`config.mk`:
```
export PLATFORM = sky130hd
export DESIGN_NAME = cca_ram
export DESIGN_NICKNAME = d
export VERILOG_FILES = /design/src/cca_ram.sv
export SDC_FILE = /design/constraint.sdc
export NUM_CORES = 1
export LEC_CHECK = 0
export ABC_AREA = 0
export CORE_UTILIZATION = 45
export CTS_BUF_LIST = sky130_fd_sc_hd__clkbuf_16
export CTS_CLUSTER_SIZE = 30
export DETAILED_ROUTE_END_ITERATION = 12
export DONT_BUFFER_PORTS = 1
export PLACE_DENSITY = 0.67
export SYNTH_ARGS = -nofsm -noshare
export SYNTH_HDL_FRONTEND = slang
export SYNTH_SLANG_ARGS = --single-unit
```
`constraint.sdc`:
```
create_clock -name i_clk -period 4.85 [get_ports i_clk]
set_input_delay 0.97 -clock i_clk [delete_from_list [all_inputs] [get_ports i_clk]]
set_output_delay 0.97 -clock i_clk [all_outputs]
set_load 0.1 [all_outputs]
```
`src/cca_ram.sv`:
```
`timescale 1ns / 1ps
// ----------------------------------------------------------------------------
// cca_ram
// Generic single-write, single-read RAM with registered read data.
// ----------------------------------------------------------------------------
module cca_ram #(
    parameter int WIDTH = 12,
    parameter int DEPTH = 62,
    parameter int AW    = $clog2(DEPTH)
) (
    input  logic             i_clk,
    input  logic             i_we,
    input  logic [AW-1:0]    i_waddr,
    input  logic [WIDTH-1:0] i_wdata,
    input  logic [AW-1:0]    i_raddr,
    output logic [WIDTH-1:0] o_rdata
);

    logic [WIDTH-1:0] r_mem [DEPTH];
    logic [WIDTH-1:0] r_rdata;

    always_ff @(posedge i_clk) begin
        if (i_we) begin
            r_mem[i_waddr] <= i_wdata;
        end
        r_rdata <= r_mem[i_raddr];
    end

    assign o_rdata = r_rdata;

endmodule

```
# After elaboration in Yosys (flattened, before gate mapping)
# Memory sizes are Yosys's and may differ from the RTL's. A register that Yosys moved wholly into a read port is not among the register bits.
# Cells that the tools add are included.
dict set report totals {
  register_bits 0
  latchBits 0
  ramBits 744
  rom_bits 0
  out_inout_bits 12
  elab_cells 3
  n_memories 1
}
# memory depth word_bits rd rd_clocked_by_memory_dff wr line_no
set mem_list {}
lappend mem_list {r_mem 62 12 1 1 1 19} ;# logic [WIDTH-1:0] r_mem [DEPTH];
dict set report op_classes {
  addsub 0
  multipliers 0
  div 0
  order_cmp 0
  eq_ne 0
  n_shift 0
  n_mux 2
  bitwise_logic 0
  n_reduce_logical 0
}
# op n
set op_table {}
lappend op_table {{two-way mux 1 bit} 2}

# Depth between registers and ports, before layout
# Gate-level depths: netlist of run 1.
dict set report logic_depth {
  ltp_word 2
  depth_mapped 10
}

# Least setup slack after synthesis of run 1
# OpenSTA, ideal clock, no wires.
dict set report synth_path {
  path_kind {in2reg}
  from {input port i_waddr[4]}
  to {memory r_mem[32][0] (enable)}
  setup_time_ps 396
  arrival_time_ps 2475
  required_ps 4454
  path_slack_ps 1979
  stages 4
  n_path_buf 1
  path_cell_list {clkbuf_1 > nor4bb_1 > nand2b_1 > nor3_1}
}
# item line_no
set synth_lines {}
lappend synth_lines {{start, declared} 13} ;# input logic [AW-1:0] i_waddr,
lappend synth_lines {{end, declared} 19}
# Straight into the memory's write port.

==> results of run 1 <==
==> final timing paths <==
check | start | endpoint | slack [ns]
worst max register to register | r_mem[59][6]$_DFFE_PP_ | o_rdata[6]$_DFF_P_ | 2.79
worst min register to register | r_mem[6][8]$_DFFE_PP_ | o_rdata[8]$_DFF_P_ | 0.84
worst min-delay path | i_wdata[7] | r_mem[53][7]$_DFFE_PP_ | 0.45
worst max-delay path | i_raddr[3] | o_rdata[5]$_DFF_P_ | 1.71
==> through the flow <==
step / total power [mW] / hold WS [ns] / setup slack (ns) / util (%) / cell area, sq um
finish: 13.7 / 0.454 / 1.71 / 50.6 / 32600
global route: 14.0 / 0.430 / 1.75 / 50.6 / 32600
CTS: 13.8 / 0.426 / 1.89 / 50.6 / 32600
detailed placement: 7.90 / 0.828 / 1.25 / 46.7 / 30100
global placement: 7.89 / 0.832 / 1.25 / 46.7 / 30100
floorplan: 7.86 / 0.642 / 1.98 / - / 29200
==> where the power goes <==
group	switching, mW	internal (mW)	total, mW
sequential	0.137	7.23	7.37
clock	2.41	3.54	5.94
combinational	0.195	0.200	0.395
==> metal layers <==
layer	share of wire (%)	track usage, %	up-vias
met3	8.5	5.41	87
li1	-	-	5939
met4	2.7	6.60	0
met5	0	0	-
met1	42	29.1	7483
met2	47	32.0	547
==> cells in the final DEF, fill, tap and decap left out, types with 12 or more instances in the layout <==
cell / Yosys / layout
edfxtp_1: 744 / 744
mux4_2: 144 / 144
nor2_1: 82 / 82
clkbuf_16: 0 / 79
mux2i_1: 58 / 58
mux2_2: 46 / 46
o22ai_1: 36 / 36
nand2_1: 35 / 35
buf_4: 11 / 27
nand3_1: 21 / 21
o21ai_0: 21 / 21
clkinv_1: 1 / 20
a22oi_1: 16 / 16
nor3_1: 17 / 16
nor2b_1: 15 / 15
a22o_1: 15 / 15
inv_1: 1 / 14
dfxtp_1: 12 / 12
==> sequential cells by signal (all words and copies together) (netlist names) <==
register,flops
r_mem,744
o_rdata,12
==> worst reg2reg max path, cell delays in order (launching register included) <==
cell	delay, ns
edfxtp_1	0.37
mux2_2	0.28
mux4_2	0.50
o2111ai_1	0.32
nand4_1	0.35
==> layout make-up <==
cell class | count | area share (%)
diodes | 1 | 0.00768
clock buffers | 79 | 6.07
clock inverters | 59 | 1.69
inverters | 3 | 0.0346
multi-input cells | 581 | 19.0
flip-flops and latches | 756 | 69.3
well taps | 855 | 3.28
repair buffers | 27 | 0.622
==> logic make-up (layout without fill, tap and decap cells) <==
kind of cell	after synthesis	after routing	synth area share, %
flops	756	756	77.2
mux	248	248	14.9
simple gates	206	206	3.30
compound gates	127	127	3.00
buf+inv	80	168	1.60
other cells	0	1	0
==> qor.tcl, run 1 <==
set qor(clockBufferDepth) 3
set qor(timing.critical_path.slowest_stage_cell) {nor2_1}
set qor(power_density_over_the_cells_nw_per_um2) 421
set qor(final_net_count) 1471
set qor(cts-buffers-inserted) 76
set qor(unrepaired_setup_endpoints_after_global_routing) {no}
set qor(cp_max_fo) 31
set qor(synthesis.area_per_instance_sq_um) 20.6
set qor(timing.critical_path.arrival_ns) 3.62
set qor(hold_crit_class) {primary input to flop}
set qor(io-pin-count) 38
set qor(vias_per_cell) 5.95
set qor(critical_path_class) {primary input to flop}
set qor(antenna_found_initial) 0
set qor(clock_sink_count) 756
set qor(cell_with_the_most_instances_after_synthesis) {edfxtp_1}
set qor(routabilityCongestion) 0.850
set qor(endpoint_kind) {flop}
set qor(grt_max_degree) 189
set qor(dieWidth_microns) 257
set qor(synthesis.yosys.warnings) 0
set qor(finalWirelength_microns) 67600
set qor(critical_path.max_stage_delay_ns) 1.03
set qor(port_buffers) 0
set qor(dpl.hpwl_microns) 38300
set qor(syn_inst) 1417
set qor(run_status) {finished, final reports clean}
set qor(synth.top_cells.by_area) {edfxtp_1 (76%), mux4_2 (11%), mux2i_1 (2.0%), mux2_2 (1.8%), nor2_1 (1.1%)}
set qor(cellLeakagePower_nw) 10.2
set qor(clk_transition_reported_paths_ns) 0.06
set qor(cap_violations) 0
set qor(seqCellArea_sq_um) 22600
set qor(floorplan.core_area_sq_um) 64300
set qor(worst_skew_pair.late_latency_ns) 0.61
set qor(postCtsSetupBuffers) 0
set qor(post_route_cells_drive_above_1_share_pct) 21.9
set qor(synthDominantCellAreaShare_pct) 76.4
set qor(timing.reg2reg.worst_path_depth) 4
set qor(fin_setup_tns_ns) 0
set qor(area.growth.synth_to_final_pct) 11.5
set qor(fin_cells) 2361
set qor(worst-path-stages) 5
set qor(post-route-drc-count) 0
set qor(final-hold-violation-count) 0
set qor(synth_nets) 1443
set qor(numPlacedInstances) 2222
set qor(yosys-top-cells-count) {edfxtp_1 (744), mux4_2 (144), nor2_1 (82)}
set qor(vdd.ir_drop.worst_mv) 0.278
set qor(instance_count_along_the_most_critical_hold_path) 0
set qor(timing.clock.skew_ns) 0.0199
set qor(critical-path-top-cell-by-count) {nor2_1}
set qor(data_required_critical_path_ns) 5.32
set qor(first_pass_iters) 5
set qor(first_global_vias) 14300
set qor(die_area_sq_um) 66000
set qor(global_route_wire_length_before_repair_microns) 99400
set qor(drt-initial-drc-count) 1364
set qor(grt_use_total_pct) 20.8
set qor(multi_input_area_sq_um) 6190
set qor(wire_per_inst_microns) 28.6
set qor(route.antenna.remaining_nets) 0
set qor(critPathBufInv) 1
set qor(num_rows) 93
set qor(grt.overflow.total) 0
set qor(mappedNetlistArea_sq_um) 29200
set qor(final_number_of_max_transition_violations) 0
set qor(crit_family) {simple AND/OR/NAND/NOR gates}
set qor(cts_hold_repair.buffers) 0
set qor(synthArstFlopShare_pct) 0
set qor(postSynthRegisterBits) 756
set qor(total_vias_in_the_final_route) 14100
set qor(max_slew.worst_pin.slew_ns) 1.24
set qor(floorplan.initialDensity_pct) 45.4
set qor(ys.flop_type) {edfxtp_1}
set qor(ctsRootBufferMaster) {clkbuf_16}
set qor(cts_tree) {built}
set qor(final_min_period_over_clock_period_pct) 64.8
set qor(n_fill_cell) 4958
set qor(synthDistinctLibCells) 46
set qor(finalSetupViolations) 0
set qor(slew_headroom_pct) 17.2
set qor(clock.fmax_ghz) 0.318
set qor(ctsResizeCount) 0
set qor(synth_seq_area_share_pct) 77.2
set qor(die_y_microns) 257
set qor(timing.critical_path.cells) {clkinv_1 > nor2_1 > o31ai_1 > o22ai_1 > nor2_1}
set qor(finalCriticalPeriod_ns) 3.14
set qor(synth_area_leader_cell) {edfxtp_1}
set qor(worstSetupStartpointType) {primary input}
set qor(synth_edf_count) 744
set qor(h-tree-depth) 3
No activity file was read; power rests on OpenSTA's default activity.
==> run 2: changes to the inputs <==
ABC_AREA = 1   (was 0)
clock period = 3 ns   (was 4.85 ns; I/O delays follow)
==> qor.tcl, run 2 <==
set qor(clock_power_share_pct) 40.7
set qor(largest_register) {r_mem}
set qor(synth_edf_count) 744
set qor(power.share.combinational_pct) 4.6
set qor(h-tree-depth) 3
set qor(synthArstFlopShare_pct) 0
set qor(yosys-top-cells-count) {nand2_1 (924), edfxtp_1 (744), nand3_1 (624)}
set qor(first_global_vias) 19100
set qor(die_area_sq_um) 69300
set qor(met1_length_microns) 31600
set qor(largest_register_ff_count) 744
set qor(worst_hold_startpoint) {i_wdata[10]}
set qor(global_route_wire_length_before_repair_microns) 118000
set qor(finalWirelength_microns) 78500
set qor(cp_max_fo) 1
set qor(clk_transition_reported_paths_ns) 0.06
set qor(io-pin-count) 38
set qor(finalCriticalPeriod_ns) 2.42
set qor(final.hold.worst_slack_ns) 0.0705
set qor(power.sequential.fraction_pct) 54.7
set qor(clock.fmax_ghz) 0.413
set qor(port_buffers) 0
set qor(route.antenna.remaining_nets) 0
set qor(sw_frac_of_total_pct) 22.3
set qor(floorplan.initialDensity_pct) 45.6
set qor(cell_with_the_most_instances_after_synthesis) {nand2_1}
set qor(synth_area_leader_cell) {edfxtp_1}
set qor(synthDistinctLibCells) 21
set qor(fin_cells) 3542
set qor(timing.critical_path.arrival_ns) 1.82
set qor(final_number_of_max_transition_violations) 0
set qor(final_min_period_over_clock_period_pct) 80.7
set qor(final_util_pct) 50.4
set qor(cell_area_after_layout_sq_um) 34000
set qor(cts-buffers-inserted) 76
set qor(timing.reg2reg.worst_path_depth) 8
set qor(mappedNetlistArea_sq_um) 30700
set qor(fin_setup_tns_ns) 0
set qor(critical_path_class) {flop to output pin}
set qor(hold_ep) {r_mem[27][10]$_DFFE_PP_}
set qor(worstSetupStartpointType) {flop}
set qor(area.growth.synth_to_final_pct) 10.6
set qor(synth.top_cells.by_area) {edfxtp_1 (73%), nand2_1 (11%), nand3_1 (10%), buf_2 (1.4%), buf_6 (1.3%)}
set qor(wire_per_inst_microns) 22.2
set qor(ys.flop_type) {edfxtp_1}
set qor(power.total_mw) 21.6
set qor(unrepaired_setup_endpoints_after_global_routing) {no}
set qor(timing.clock.skew_ns) 0.0176
set qor(final-hold-violation-count) 0
set qor(vdd.ir_drop.worst_mv) 0.398
set qor(finalSetupViolations) 0
set qor(capturing_point_of_the_worst_reg2reg_path) {o_rdata[11]$_DFF_P_}
set qor(grt_max_degree) 368
set qor(antenna_found_initial) 0
set qor(met2WireLength_microns) 37200
set qor(first_pass_iters) 6
set qor(clock_sink_count) 756
set qor(synthDominantCellAreaShare_pct) 72.7
set qor(postCtsSetupBuffers) 0
set qor(run_status) {finished, final reports clean}
set qor(slew_headroom_pct) 14.1
set qor(timing.final.ws_setup_ns) 0.578
set qor(endpoint_kind) {output pin}
set qor(cellLeakagePower_nw) 12.3
set qor(vias_per_cell) 5.66
set qor(synth_nets) 2613
set qor(dr.max_layer_used) {met4}
set qor(numPlacedInstances) 3401
set qor(drt-initial-drc-count) 2549
set qor(instance_count_along_the_most_critical_hold_path) 0
set qor(max_slew.worst_pin.slew_ns) 1.29
set qor(final_net_count) 2632
set qor(placedInstanceArea_sq_um) 31700
set qor(postSynthRegisterBits) 756
set qor(die_y_microns) 263
set qor(r2r-start) {r_mem[51][11]$_DFFE_PP_}
set qor(cts_hold_repair.buffers) 0
set qor(synthesis.area_per_instance_sq_um) 11.9
set qor(p_sw_mw) 4.82
set qor(preCtsSetupSlack_ns) 0.510
set qor(clockBufferDepth) 3
set qor(ctsResizeCount) 0
set qor(reg2reg_slack_ns) 1.47
set qor(syn_inst) 2587
set qor(grt.overflow.total) 0
set qor(cts_tree) {built}
set qor(floorplan.core_area_sq_um) 67400
set qor(power_density_over_the_cells_nw_per_um2) 636
set qor(dpl.hpwl_microns) 43300
set qor(num_rows) 95
set qor(ctsRootBufferMaster) {clkbuf_16}
set qor(synth_seq_area_share_pct) 73.5
set qor(synthesis.yosys.warnings) 0
set qor(diodes_inserted) 0
set qor(layout.cells.most_common_list) {nand2_1 (924), edfxtp_1 (744), nand3_1 (624)}
set qor(layout.cells.most_common) {nand2_1}
set qor(worst_skew_pair.late_latency_ns) 0.63
set qor(met3WireLength_microns) 7650
set qor(p_int_mw) 16.8
set qor(cap_violations) 0
set qor(data_required_critical_path_ns) 2.40
set qor(dieWidth_microns) 263
set qor(hold_crit_class) {primary input to flop}
set qor(post_route_cells_drive_above_1_share_pct) 7.72
set qor(post-route-drc-count) 0
set qor(total_vias_in_the_final_route) 20000
set qor(grt_use_total_pct) 22.6
set qor(routabilityCongestion) 0.874
==> run 2: routing by layer <==
metal	global-route usage, %	vias to the layer above
met4	7.05	0
met5	0	-
met3	5.57	138
li1	-	9134
met1	30.5	9802
met2	36.2	968
==> run 2: cells by family after synthesis <==
family                 after synthesis  share of synthesized area, %
AOI/OAI and AO/OA                   12                         0.195
buffers and inverters              183                          3.69
DFF                                756                          73.5
and+or+nand+nor                   1636                          22.6
==> run 2: power by group through the flow <==
stage               Combinational (mW)  Sequential [mW]  Clock (mW)
floorplan                        0.787             12.1           0
global placement                 0.973             12.1           0
detailed placement               0.984             12.1           0
CTS                              0.989             11.8        8.90
global route                      1.09             11.8        9.30
finish                           0.994             11.8        8.80
==> run 2: area by class of cell <==
| class | count | area [sq um] |
|---|---|---|
| clock inverters | 65 | 393 |
| inverters | 22 | 101 |
| clock buffers | 76 | 1900 |
| flip-flops and latches | 756 | 22600 |
| multi-input cells | 1648 | 7050 |
| fillers | 5728 | 33400 |
| repair buffers | 102 | 878 |
| well taps | 873 | 1090 |
==> run 2: worst max-delay path by stage <==
| stage | startpoint | endpoint | slack (ns) | depth (start not counted) |
|---|---|---|---|---|
| 5_1_grt | o_rdata[10]$_DFF_P_ | o_rdata[10] | 0.57 | 0 |
| 6_report | o_rdata[11]$_DFF_P_ | o_rdata[11] | 0.58 | 0 |
| 2_1_floorplan | i_we | r_mem[32][0]$_DFFE_PP_ | 0.21 | 3 |
| 3_5_place_dp | i_raddr[0] | o_rdata[6]$_DFF_P_ | 0.51 | 11 |
| 4_1_cts | o_rdata[10]$_DFF_P_ | o_rdata[10] | 0.58 | 0 |
| 3_3_place_gp | i_raddr[0] | o_rdata[6]$_DFF_P_ | 0.54 | 11 |
==> run 3: changes to the inputs <==
clock period = 2.37 ns   (was 3 ns; I/O delays follow)
==> qor.tcl, run 3 (synthesis gave the netlist of run 2 again) <==
set qor(clk_transition_reported_paths_ns) 0.06
set qor(diodes_inserted) 0
set qor(instance_count_along_the_most_critical_hold_path) 3
set qor(worst_skew_pair.late_latency_ns) 0.64
set qor(ctsResizeCount) 0
set qor(routabilityCongestion) 0.861
set qor(cts_tree) {built}
set qor(unrepaired_setup_endpoints_after_global_routing) {no}
set qor(cts_hold_repair.buffers) 13
set qor(p_int_mw) 21.8
set qor(run_status) {finished, final reports clean}
set qor(clock_power_share_pct) 41.5
set qor(final_min_period_over_clock_period_pct) 82.8
set qor(die_y_microns) 263
set qor(cp_max_fo) 367
set qor(final_net_count) 2651
set qor(worst_hold_startpoint) {i_raddr[4]}
set qor(floorplan.core_area_sq_um) 67400
set qor(placedInstanceArea_sq_um) 31700
set qor(final_number_of_max_transition_violations) 0
set qor(cap_violations) 0
set qor(antenna_found_initial) 1
set qor(data_required_critical_path_ns) 2.92
set qor(cellLeakagePower_nw) 12.5
set qor(post-route-drc-count) 0
set qor(vdd.ir_drop.worst_mv) 0.491
set qor(clockBufferDepth) 3
set qor(cp-startpoint) {i_raddr[0]}
set qor(grt.overflow.total) 0
set qor(largest_register) {r_mem}
set qor(grt_use_total_pct) 22.3
set qor(n_fill_cell) 5667
set qor(layout.cells.most_common) {nand2_1}
set qor(first_pass_iters) 6
set qor(die_area_sq_um) 69300
set qor(ctsRootBufferMaster) {clkbuf_16}
set qor(io-pin-count) 38
set qor(power.sequential.fraction_pct) 52.5
set qor(timing.critical_path.arrival_ns) 2.51
set qor(slew_headroom_pct) 64.3
set qor(sw_frac_of_total_pct) 22.8
set qor(total_vias_in_the_final_route) 20000
set qor(global_route_wire_length_before_repair_microns) 117000
set qor(timing.reg2reg.worst_path_depth) 8
set qor(drt-initial-drc-count) 2247
set qor(final-hold-violation-count) 0
set qor(clock.fmax_ghz) 0.510
set qor(first_global_vias) 19100
set qor(cell_area_after_layout_sq_um) 34500
set qor(num_rows) 95
set qor(worstSetupStartpointType) {primary input}
set qor(port_buffers) 0
set qor(finalSetupViolations) 0
set qor(power_density_over_the_cells_nw_per_um2) 819
set qor(postCtsSetupBuffers) 0
set qor(largest_register_ff_count) 744
set qor(dpl.hpwl_microns) 42000
set qor(finalCriticalPeriod_ns) 1.96
set qor(finalWirelength_microns) 78200
set qor(max_slew.worst_pin.slew_ns) 0.535
set qor(floorplan.initialDensity_pct) 45.6
set qor(layout.cells.most_common_list) {nand2_1 (924), edfxtp_1 (744), nand3_1 (624)}
set qor(p_sw_mw) 6.45
set qor(route.antenna.remaining_nets) 0
set qor(r2r-start) {r_mem[31][5]$_DFFE_PP_}
set qor(critical_path_class) {primary input to flop}
set qor(post_route_cells_drive_above_1_share_pct) 8.77
set qor(clock_sink_count) 756
set qor(timing.clock.skew_ns) 0.0356
set qor(power.total_mw) 28.3
set qor(endpoint_kind) {flop}
set qor(dieWidth_microns) 263
set qor(power.share.combinational_pct) 6.0
set qor(h-tree-depth) 3
set qor(hold_crit_class) {primary input to flop}
set qor(vias_per_cell) 5.60
set qor(cts-buffers-inserted) 78
set qor(wire_per_inst_microns) 21.9
set qor(area.growth.synth_to_final_pct) 12.3
set qor(grt_max_degree) 368
==> run 3: final timing paths <==
path	end	slack, ns
worst min register to register	o_rdata[11]$_DFF_P_	0.75
worst max-delay path	o_rdata[0]$_DFF_P_	0.41
worst min-delay path	o_rdata[11]$_DFF_P_	0.05
worst max register to register	o_rdata[5]$_DFF_P_	0.92
==> run 3: cell type report <==
type	instances	area [sq um]	area share [%]
timing repair buffer	119	1250	3.62
clock inverter	67	478	1.38
multi-input combinational	1648	7050	20.4
clock buffer	79	1980	5.73
inverter	22	101	0.294
tap	873	1090	3.16
sequential	756	22600	65.4
==> run 3: critical path, stage by stage <==
cell and delay (ns):
clkinv_8 0.34, buf_12 0.31, buf_4 0.22, nand2_1 0.06
nand3_1 0.07, nand3_1 0.07, nand2_1 0.12, nand2_1 0.06
nand3_1 0.10, nand3_1 0.25, nand2_1 0.13
==> run 3: power by group through the flow <==
stage / combinational (mW) / sequential (mW) / clock (mW)
2_1_floorplan: 0.996 / 15.3 / 0
3_3_place_gp: 1.37 / 15.1 / 0
3_5_place_dp: 1.39 / 15.1 / 0
4_1_cts: 1.70 / 14.8 / 11.8
5_1_grt: 1.84 / 14.8 / 12.4
6_report: 1.70 / 14.8 / 11.7
==> run 3: routing by layer <==
metal | global-route usage [%] | part of all wire [%]
met1 | 30.2 | 40
met2 | 36.2 | 48
met3 | 4.39 | 8.9
met4 | 7.57 | 2.6
met5 | 0 | 0.026
==> run 3: through the flow <==
step	hold slack, ns	instances	setup WS [ns]	setup TNS (ns)	utilization [%]
floorplan	0.573	2587	-0.295	-17.68	-
detailed placement	0.584	3405	0.0947	0	47.1
global placement	0.586	3405	0.0940	0	47.1
global route	0.0538	3564	0.370	0	51.2
CTS	0.0336	3564	0.414	0	51.2
finish	0.0538	3564	0.409	0	51.2
